--- src/hw/rtl/sjn_pkg.sv ---
// Package with the shared types and constants of the shortest-job-next allocator.
`default_nettype none

package sjn_pkg;

  // Queue depth, the widths that follow from it and the field widths.
  localparam int PROC_CNT = 16;
  localparam int IDX_W    = $clog2(PROC_CNT);
  localparam int CNT_W    = $clog2(PROC_CNT + 1);
  localparam int ID_W     = 4;
  localparam int AMT_W    = 8;
  localparam int TIME_W   = 16;

  // Free count loaded at reset.
  localparam logic [AMT_W-1:0] RESET_TOTAL = AMT_W'(16);

  // Result status codes.
  typedef enum logic [1:0] {
    ST_NONE   = 2'd0,
    ST_GRANT  = 2'd1,
    ST_QUEUED = 2'd2,
    ST_FULL   = 2'd3
  } status_t;

  // Sequencer states.
  typedef enum logic [2:0] {
    S_IDLE,
    S_REQ,
    S_REL,
    S_SCAN,
    S_FIN
  } state_t;

  // One waiting request.
  typedef struct packed {
    logic [TIME_W-1:0] job_time;
    logic [AMT_W-1:0]  amount;
    logic [ID_W-1:0]   id;
  } entry_t;

endpackage

`default_nettype wire

--- src/hw/rtl/sjn_multi_resource_allocator_core.sv ---
// Top level of the shortest-job-next resource allocator.
`default_nettype none

// Usage:
// A word is taken on the input side at a clock edge where start is high and
// busy is low. in_mode 0 requests in_amount resources for in_process_id with
// priority key in_job_time; in_mode 1 releases in_amount resources.
// Every word yields one result word, shown for exactly one cycle with
// out_valid high: status, granted id, free count and queue occupancy.
// A request shows its result after the S_REQ state. A release passes through
// S_REL, then S_SCAN for each waiting request (up to 16), then S_FIN:
// one shared comparator walks the queue, one entry per cycle, to find the
// shortest job, oldest first on equal keys. busy drops as the result
// appears, so the next word can be taken at the edge that ends the result
// cycle. Waiters are kept in arrival order; a grant from the queue closes
// the gap by shifting the later entries down by one.
// cfg_we with cfg_wdata sets the pool size and reloads the free count; the
// user must write it only while the block is idle, and the block itself
// does not enforce this.
// Synchronous reset (rst_n low) empties the queue and loads a free count of
// 16. The receiver cannot stall: each result is taken in the cycle it is
// shown.
module sjn_multi_resource_allocator_core (
  input  wire                         clk,
  input  wire                         rst_n,
  input  wire                         start,
  output logic                        busy,
  input  wire                         in_mode,
  input  wire [sjn_pkg::TIME_W-1:0]   in_job_time,
  input  wire [sjn_pkg::AMT_W-1:0]    in_amount,
  input  wire [sjn_pkg::ID_W-1:0]     in_process_id,
  output logic                        out_valid,
  output logic [1:0]                  out_status,
  output logic [sjn_pkg::ID_W-1:0]    out_granted_id,
  output logic [sjn_pkg::AMT_W-1:0]   out_available_after,
  output logic [sjn_pkg::CNT_W-1:0]   out_waiting_count,
  input  wire                         cfg_we,
  input  wire [sjn_pkg::AMT_W-1:0]    cfg_wdata
);
  import sjn_pkg::*;

  state_t             state_r, state_nxt;
  entry_t             item_r;
  logic [AMT_W-1:0]   free_r;
  logic [CNT_W-1:0]   occ_r;
  entry_t             entries_r [PROC_CNT];
  logic [IDX_W-1:0]   scan_idx_r;
  entry_t             best_r;
  logic [IDX_W-1:0]   best_idx_r;
  logic               out_valid_r;
  status_t            out_status_r;
  logic [ID_W-1:0]    out_id_r;

  logic               accept;
  entry_t             scan_rd;
  logic               scan_last;
  logic               scan_better;
  logic [AMT_W:0]     rel_sum;
  logic               req_fits;
  logic               head_fits;

  assign accept = start && (state_r == S_IDLE);
  assign busy   = (state_r != S_IDLE);

  // Shared compare unit: one queue entry against the best found so far.
  assign scan_rd     = entries_r[scan_idx_r];
  assign scan_last   = ({1'b0, scan_idx_r} == CNT_W'(occ_r - CNT_W'(1)));
  assign scan_better = (scan_idx_r == '0) || (scan_rd.job_time < best_r.job_time);

  assign rel_sum   = {1'b0, free_r} + {1'b0, item_r.amount};
  assign req_fits  = (item_r.amount <= free_r);
  assign head_fits = (occ_r != '0) && (best_r.amount <= free_r);

  // Next-state logic of the sequencer.
  always_comb begin
    state_nxt = state_r;
    case (state_r)
      S_IDLE: begin
        if (accept) begin
          state_nxt = in_mode ? S_REL : S_REQ;
        end
      end
      S_REQ:  state_nxt = S_IDLE;
      S_REL:  state_nxt = (occ_r == '0) ? S_FIN : S_SCAN;
      S_SCAN: state_nxt = scan_last ? S_FIN : S_SCAN;
      S_FIN:  state_nxt = S_IDLE;
      default: state_nxt = S_IDLE;
    endcase
  end

  // State register.
  always_ff @(posedge clk) begin
    if (!rst_n) begin
      state_r <= S_IDLE;
    end else begin
      state_r <= state_nxt;
    end
  end

  // Control state: free count, occupancy and the result strobe.
  always_ff @(posedge clk) begin
    if (!rst_n) begin
      free_r      <= RESET_TOTAL;
      occ_r       <= '0;
      out_valid_r <= 1'b0;
    end else begin
      out_valid_r <= 1'b0;
      if (cfg_we) begin
        free_r <= cfg_wdata;
      end
      case (state_r)
        S_REQ: begin
          out_valid_r <= 1'b1;
          if (req_fits) begin
            free_r <= free_r - item_r.amount;
          end else if (occ_r < CNT_W'(PROC_CNT)) begin
            occ_r <= occ_r + CNT_W'(1);
          end
        end
        S_REL: begin
          free_r <= rel_sum[AMT_W] ? {AMT_W{1'b1}} : rel_sum[AMT_W-1:0];
        end
        S_FIN: begin
          out_valid_r <= 1'b1;
          if (head_fits) begin
            free_r <= free_r - best_r.amount;
            occ_r  <= occ_r - CNT_W'(1);
          end
        end
        default: ;
      endcase
    end
  end

  // Payload: latched word, queue storage, scan registers and result fields.
  always_ff @(posedge clk) begin
    if (accept) begin
      item_r.job_time <= in_job_time[TIME_W-1:0];
      item_r.amount   <= in_amount;
      item_r.id       <= in_process_id;
    end
    case (state_r)
      S_REQ: begin
        if (req_fits) begin
          out_status_r <= ST_GRANT;
          out_id_r     <= item_r.id;
        end else if (occ_r < CNT_W'(PROC_CNT)) begin
          entries_r[occ_r[IDX_W-1:0]] <= item_r;
          out_status_r <= ST_QUEUED;
          out_id_r     <= '0;
        end else begin
          out_status_r <= ST_FULL;
          out_id_r     <= '0;
        end
      end
      S_REL: begin
        scan_idx_r <= '0;
      end
      S_SCAN: begin
        // Strict less-than keeps the oldest waiter on equal keys.
        if (scan_better) begin
          best_r     <= scan_rd;
          best_idx_r <= scan_idx_r;
        end
        scan_idx_r <= scan_idx_r + IDX_W'(1);
      end
      S_FIN: begin
        if (head_fits) begin
          out_status_r <= ST_GRANT;
          out_id_r     <= best_r.id;
          // Close the gap so the queue stays in arrival order.
          for (int i = 0; i < PROC_CNT - 1; i++) begin
            if (IDX_W'(i) >= best_idx_r) begin
              entries_r[i] <= entries_r[i+1];
            end
          end
        end else begin
          out_status_r <= ST_NONE;
          out_id_r     <= '0;
        end
      end
      default: ;
    endcase
  end

  // Result ports.
  assign out_valid           = out_valid_r;
  assign out_status          = out_status_r;
  assign out_granted_id      = out_id_r;
  assign out_available_after = free_r;
  assign out_waiting_count   = occ_r;

`ifndef SYNTHESIS
  // A result only follows the decision step of a request or a release.
  a_result_source: assert property (@(posedge clk) disable iff (!rst_n)
    out_valid |-> ($past(state_r) == S_REQ || $past(state_r) == S_FIN))
    else $error("result strobe without a decision step");

  // The queue never holds more than its depth.
  a_occ_bound: assert property (@(posedge clk) disable iff (!rst_n)
    occ_r <= CNT_W'(PROC_CNT))
    else $error("queue occupancy beyond depth");

  // A grant of a queued request removes exactly one waiter.
  a_grant_pops: assert property (@(posedge clk) disable iff (!rst_n)
    (state_r == S_FIN && head_fits) |=> (occ_r == $past(occ_r) - CNT_W'(1)))
    else $error("queue grant did not remove one waiter");

  // A release scan always starts from the first slot.
  a_scan_start: assert property (@(posedge clk) disable iff (!rst_n)
    (state_r == S_REL) |=> (scan_idx_r == '0))
    else $error("queue scan did not start at slot zero");
`endif

endmodule

`default_nettype wire

--- config.mk ---
export PLATFORM = sky130hd
export DESIGN_NAME = sjn_multi_resource_allocator_core
export DESIGN_NICKNAME = d
export VERILOG_FILES = /design/src/hw/rtl/sjn_pkg.sv /design/src/hw/rtl/sjn_multi_resource_allocator_core.sv
export SDC_FILE = /design/constraint.sdc
export NUM_CORES = 1
export LEC_CHECK = 0
export BUFFER_PORTS_ARGS = -buffer_cell sky130_fd_sc_hd__buf_2
export CAP_MARGIN = 5
export CORE_AREA = 2 2 305 307
export CTS_CLUSTER_SIZE = 30
export DETAILED_ROUTE_END_ITERATION = 10
export DIE_AREA = 0 0 307 309
export PLACE_DENSITY = 0.44
export SLEW_MARGIN = 20
export SYNTH_ARGS = -nofsm -noshare
export SYNTH_HDL_FRONTEND = slang
export SYNTH_SLANG_ARGS = --single-unit
--- constraint.sdc ---
create_clock -name clk -period 5.8 [get_ports clk]
set_input_delay 1.16 -clock clk [delete_from_list [all_inputs] [get_ports clk]]
set_output_delay 1.16 -clock clk [all_outputs]
set_load 0.01 [all_outputs]
==> results.md, run 1 <==
- Tcrit/Tclk final: 80.1%
- PwrDens: 311 nW/um^2
- Io pins: 62
- Min Clock Period, post-route: 4.65 ns
- Max-cap violations: 0
- Routed Antenna Nets: 0
- Reg2reg path depth: 9
- RR Endpoint: entries_r[8][26]
- Synth top area share: 56.9%
- DP Worst Slack: 1.21 ns
- FFs w/ async S/R, synth: 0%
- Yosys warning count: 0
- Cells along the critical path: ha_1 -> inv_1 -> fa_1 -> a211oi_1 -> nor2_1 -> o21a_1 -> or2_2 -> nor3b_1 -> a22o_2
- Cell at the slowest stage of the critical path: a22o_2
- Cells after Synth: 1,681
- Slew HR: 25.2%
- Clk pwr share: 42.7%
- Crit path arrival time: 4.87 ns
- Avg Inst Size Synth: 16.3 sq um
- Final setup margin: 1.15 ns
- Peak VDD IR: 187 uV
- CTS HTree Levels: 3
- Drt via density: 5.22
- Initial core utilization: 29.9%
- Core area: 91,400 sq um
- Top Family by Delay on Critical Path: compound AO/OA/AOI/OAI gates
- Most frequent cells in the layout: edfxtp_1, mux2_2, mux4_2
- Syn Nets: 1,771
- Comb pwr share: 10.5%
- Crit-path max FO: 28
- Crit path buf inv count: 1
- Worst-Margin Slew: 1.12 ns
- Share of cells above drive strength 1: 43.5%
- Vias: 15.5k
- Worst skew pair latency: 0.63 ns
- Antenna cells: 0
- Clock sink count: 539
- Root buf cell: clkbuf_16
- Yosys top cell by area: edfxtp_1
- Grt total ovfl: 0
- Leading cell type in the layout, fill and taps excluded: edfxtp_1
- Layout Cells excl Fill: 2,969
- Worst hold stages: 2
- Required @ worst endpoint: 6.02 ns
- Number of global-route vias before repair: 16.4k
- Static leakage: 10.5 nW
- GRT Overall Usage: 17.5%
- Max-slew violations: 0
- Final setup TNS: 0 ns
- Ranking of synthesized cells by area: edfxtp_1, mux2_2, mux4_2
- First-pass DRT Iterations: 5
- Worst r2r src: item_r[4]
- PortBufs: 61
- Die Y: 309 um
- Setup crit end kind: flop
- CTS clk-pin slew, worst paths: 0.06 ns
- R2r setup slk: 1.15 ns
- Number of DRC markers after the initial detailed-route iteration: 1,281
- Total wire length: 82,600 um
- First-pass GRT wire length: 120,000 um
- Setup violators final: 0
- GPL Wtd Cong: 0.823
- Critical path type: reg -> reg
- Seq cells post-synth: 539
- Dpl cells: 2,852
- CTS resizes: 0
- Seq pwr share: 46.8%
- Wire per inst: 27.8 um
- Hold EP: entries_r[3][19]
- CP Launch Type: flop
- Cts bufs inserted: 66
- Net Sw Frac: 24.7%
- Post-CTS Setup Inserts: 0
- Net load switching power: 2.39 mW
- Max Clock Skew: 0.0335 ns
- Clock Path Buffers: 3
- Hold Path Class: reg -> reg
- Hold Path Origin: entries_r[4][19]
- Int Power: 7.28 mW
- Register area share after synthesis: 58.5%
- Die X: 307 um
- Final hold vios: 0
- Antenna violations before repair: 0
- Die footprint: 94,900 sq um
- Hpwl dp: 51,200 um
- Max stage delay on crit path: 0.95 ns
- CTS tree: built
- Synth cell types: 72
- Row cnt: 111
- DRC: 0
- Status: finished clean
- Max Freq: 215 MHz
- Pin count of the biggest net entering global routing: 50
- Post-synth EDFFs: 518
- Nets: 1,824
- Main synth FF type: edfxtp_1
- Unrepaired setup endpoints after global routing: false
- Hold Buf Count CTS: 0
- Synthesized area: 27,300 sq um
- Layout area overhead: 13.8%
routing by layer:
metal	routed length [um]	global-route usage, %	up-vias
met5	0	0	-
met4	1650	4.22	0
met3	2950	2.55	102
met2	41200	30.4	333
met1	36700	23.1	8309
li1	-	-	6768
state kept, by name (all words and copies together) (netlist names), named ones only:
signal               cells
scan_idx_r               4
state_r                  3
best_r                  28
out_status               2
out_granted_id           4
out_valid                1
out_available_after      8
entries_r              448
out_waiting_count        5
best_idx_r               4
item_r                  28
metrics by stage:
step,hold slack [ns],area [sq um],power [mW],util (%)
floorplan,0.505,27300,5.27,-
global placement,0.521,29000,5.62,31.7
detailed placement,0.535,29000,5.63,31.7
CTS,0.549,31100,9.80,34.0
global route,0.575,31100,10.0,34.0
finish,0.543,31100,9.67,34.0
cells in the mapped netlist (6+ instances only):
| master | count |
|---|---|
| a21o_1 | 19 |
| a21oi_1 | 17 |
| a221oi_1 | 6 |
| a22o_1 | 11 |
| and2_1 | 6 |
| buf_1 | 9 |
| buf_2 | 34 |
| buf_4 | 19 |
| clkbuf_1 | 58 |
| dfxtp_1 | 21 |
| edfxtp_1 | 518 |
| ha_1 | 46 |
| inv_1 | 47 |
| mux2_2 | 388 |
| mux2_4 | 9 |
| mux4_2 | 140 |
| nand2_1 | 104 |
| nand2b_1 | 6 |
| nand3_1 | 13 |
| nand4_1 | 8 |
| nor2_1 | 29 |
| nor3_1 | 12 |
| nor3b_1 | 6 |
| o211ai_1 | 6 |
| o21a_1 | 8 |
| o21ai_0 | 32 |
| xnor2_1 | 12 |
| xor2_1 | 7 |
worst reg2reg max path: cells and delay by family (launching register included):
kind / cells / cell delay, ns
adder cells (fa/ha/maj): 2 / 0.79
flip-flops: 1 / 0.87
AND/OR/NAND/NOR: 3 / 0.92
AO/OA/AOI/OAI: 3 / 1.58
buffers and inverters: 1 / 0.07
worst max path at each step:
stage                          from                end  slack (ns)  cells past startpoint
after floorplan                flop      best_idx_r[0]        1.18                     13
after global routing      item_r[4]  entries_r[11][16]        0.96                     10
after detailed placement  item_r[4]   entries_r[11][1]        1.21                     10
after global placement    item_r[4]  entries_r[11][23]        1.30                     10
after CTS                 item_r[4]   entries_r[8][26]        1.18                      9
final                     item_r[4]   entries_r[8][26]        1.15                      9
power by group through the flow:
stage,clock network [mW],registers [mW],logic [mW]
after detailed placement,0,4.61,1.02
after global routing,4.39,4.54,1.11
after floorplan,0,4.51,0.768
final,4.13,4.52,1.02
after CTS,4.25,4.52,1.02
after global placement,0,4.60,1.01
kinds of logic (layout without fill, tap and decap cells):
| group | count (synthesis) | count (layout) | synth area share [%] |
|---|---|---|---|
| muxes | 540 | 540 | 28.1 |
| DFF | 539 | 539 | 58.5 |
| and+or+nand+nor | 213 | 213 | 3.67 |
| buffers and inverters | 170 | 272 | 2.81 |
| AOI/OAI and AO/OA | 151 | 151 | 3.99 |
| adders and majority gates | 49 | 49 | 2.33 |
| xor gates and xnor gates | 19 | 19 | 0.609 |
layout make-up:
type                    instances  area (sq um)
fillers                      8776         60300
flip-flops and latches        539         16000
multi-input cells             972         10700
clock buffers                  85          1730
well taps                    1186          1480
repair buffers                107           676
clock inverters                32           383
inverters                      48           180
Note: power is estimated with default switching activity, not from simulation.
==> run 2, diff against run 1 <==
ABC_AREA = 1   (was default)
CORE_AREA = 2 2 306 308   (was 2 2 305 307)
DIE_AREA = 0 0 308 310   (was 0 0 307 309)
clock period = 4.65 ns   (was 5.8 ns; I/O delays follow)
==> results.md, run 2 <==
- Status: finished clean
- GRT Overall Usage: 19.3%
- Avg Inst Size Synth: 9.15 sq um
- Yosys top cell by area: edfxtp_1
- Hold Path Origin: in_job_time[11]
- Syn Nets: 3,092
- Crit-path max FO: 20
- Tcrit/Tclk final: 82.2%
- Fin Hold WS: 0.446 ns
- Worst-Margin Slew: 0.875 ns
- Final setup TNS: 0 ns
- Post-synthesis mux area share: 0.761%
- Min Clock Period, post-route: 3.82 ns
- Cells after Synth: 3,002
- Drt via density: 5.11
- Post-Synth Simple-Gate Area: 17.6%
- Antenna cells: 0
- CTS clk-pin slew, worst paths: 0.06 ns
- Clock Path Buffers: 3
- Yosys warning count: 0
- Leading cell types by count after synthesis: nand2_1, edfxtp_1, o21ai_0, nor2_1, inv_1
- Layout Cells excl Fill: 4,253
- Seq cells post-synth: 539
- Max Clock Skew: 0.0178 ns
- Setup crit end kind: flop
- Most frequent cells in the layout: nand2_1, edfxtp_1, o21ai_0
- Cts bufs inserted: 61
- Net Sw Frac: 27.1%
- Synth top area share: 56.6%
- Io pins: 62
- Nets: 3,096
- Vias: 21.7k
- Post-CTS Setup Inserts: 0
- Required @ worst endpoint: 5.01 ns
- Peak VDD IR: 301 uV
- Die footprint: 95,500 sq um
- Worst hold stages: 1
- Die Y: 310 um
- FF+latch area: 16,000 sq um
- Wire per inst: 21.8 um
- CTS resizes: 0
- Clock sink count: 539
- Count leader, synth: nand2_1
- Largest family of logic cells by synthesized area: simple AND/OR/NAND/NOR gates
- Post-synth EDFFs: 518
- PwrDens: 379 nW/um^2
- Pin count of the biggest net entering global routing: 62
- Setup violators final: 0
- Hold EP: item_r[23]
- Max Freq: 262 MHz
- Core Util, Final: 34.1%
- CTS tree: built
- DRC: 0
- Leading cell type in the layout, fill and taps excluded: nand2_1
- Register area share after synthesis: 58.2%
- Root buf cell: clkbuf_16
- Initial core utilization: 29.7%
- Grt total ovfl: 0
- Int Power: 8.73 mW
- Crit path arrival time: 4.18 ns
- Routed Antenna Nets: 0
- Largest Register: entries_r
- RR Endpoint: entries_r[6][23]
- Die X: 308 um
- Net load switching power: 3.25 mW
- Seq pwr share: 47.0%
- Critical path type: reg -> reg
- Clk pwr share: 40.6%
- First-pass DRT Iterations: 5
- Dpl cells: 4,140
- Antenna violations before repair: 0
- Max-slew violations: 0
- Comb pwr share: 12.4%
- First-pass GRT wire length: 139,000 um
- Layout area overhead: 15.0%
- R2r setup slk: 0.83 ns
- CTS HTree Levels: 2
- Unrepaired setup endpoints after global routing: false
- CP Launch Type: flop
- Hold Buf Count CTS: 0
- Row cnt: 112
- Main synth FF type: edfxtp_1
- Worst r2r src: item_r[9]
- Reg2reg path depth: 12
- Synthesized-area fraction occupied by xor and xnor cells: 0.638%
- FFs w/ async S/R, synth: 0%
- PortBufs: 61
- Number of global-route vias before repair: 21.1k
- Max-cap violations: 0
- GPL Wtd Cong: 0.853
- Hpwl dp: 60,700 um
- Synthesized area: 27,500 sq um
- Largest register FFs: 448
- Final hold vios: 0
- Slew HR: 41.5%
- Hold Path Class: in -> reg
- Core area: 92,500 sq um
- Worst skew pair latency: 0.66 ns
- Synth cell types: 46
- Total Power: 12.0 mW
- Static leakage: 12.1 nW
- Adder-cell area share of the yosys netlist: 2.31%
- Largest regs: entries_r: 448 flops, best_r: 28 flops, item_r: 28 flops
- Fill cells: 9,488
- Footprint of the multi-input gates: 10,200 sq um
- Share of cells above drive strength 1: 9.55%
- Complex-gate fraction of the synthesized area: 14.7%
- Ranking of synthesized cells by area: edfxtp_1, nand2_1, o21ai_0
- Number of DRC markers after the initial detailed-route iteration: 2,176
- Total wire length: 92,900 um
[run 2: layout make-up]
cell class | count | area share [%]
flip-flops and latches | 539 | 50.6
multi-input cells | 2057 | 32.3
clock buffers | 73 | 4.98
well taps | 1197 | 4.74
repair buffers | 142 | 3.69
inverters | 205 | 2.46
clock inverters | 40 | 1.21
[run 2: how the worst max path moves through the flow]
stage,from,to,depth (start not counted)
after detailed placement,item_r[9],entries_r[6][21],12
after floorplan,item_r[9],entries_r[5][0],13
final,item_r[9],entries_r[6][23],12
after CTS,item_r[9],entries_r[6][0],12
after global placement,item_r[9],entries_r[6][21],12
after global routing,flop,best_r[9],19
[run 2: critical path, stage by stage (launching register included)]
cell and delay, ns:
edfxtp_1 0.39, inv_1 0.36, ha_1 0.41, inv_1 0.19, o21bai_1 0.12, a221oi_1 0.28, nand3_1 0.18, nor2_1 0.16
nand2_1 0.14, inv_1 0.19, nand3_1 0.35, o21ai_4 0.47, buf_12 0.23
[run 2: power by group through the flow]
stage / logic (mW) / clock network (mW) / registers (mW)
finish: 1.49 / 4.87 / 5.63
global placement: 1.46 / 0 / 5.73
CTS: 1.48 / 4.97 / 5.63
floorplan: 0.955 / 0 / 5.63
detailed placement: 1.47 / 0 / 5.73
global route: 1.66 / 5.15 / 5.64
[run 2: routing by layer]
metal / routed length (um) / global-route usage (%) / part of all wire (%)
met4: 2170 / 5.17 / 2.3
met2: 41600 / 30.5 / 45
met5: 0 / 0 / 0
met3: 5680 / 2.66 / 6.1
met1: 43400 / 27.8 / 47
[run 2: kinds of logic (layout without fill, tap and decap cells)]
family	Yosys count	in the layout
flip-flops	539	539
buffers and inverters	406	460
multiplexers	19	19
AND/OR/NAND/NOR	1237	1237
AO/OA/AOI/OAI	732	732
XOR/XNOR	20	20
adder cells (fa/ha/maj)	49	49
[run 2: through the flow]
stage	cell area, sq um	setup slack [ns]
CTS	31600	0.852
global placement	29600	0.893
global route	31600	0.583
detailed placement	29600	0.862
floorplan	27500	-0.0614
finish	31600	0.827
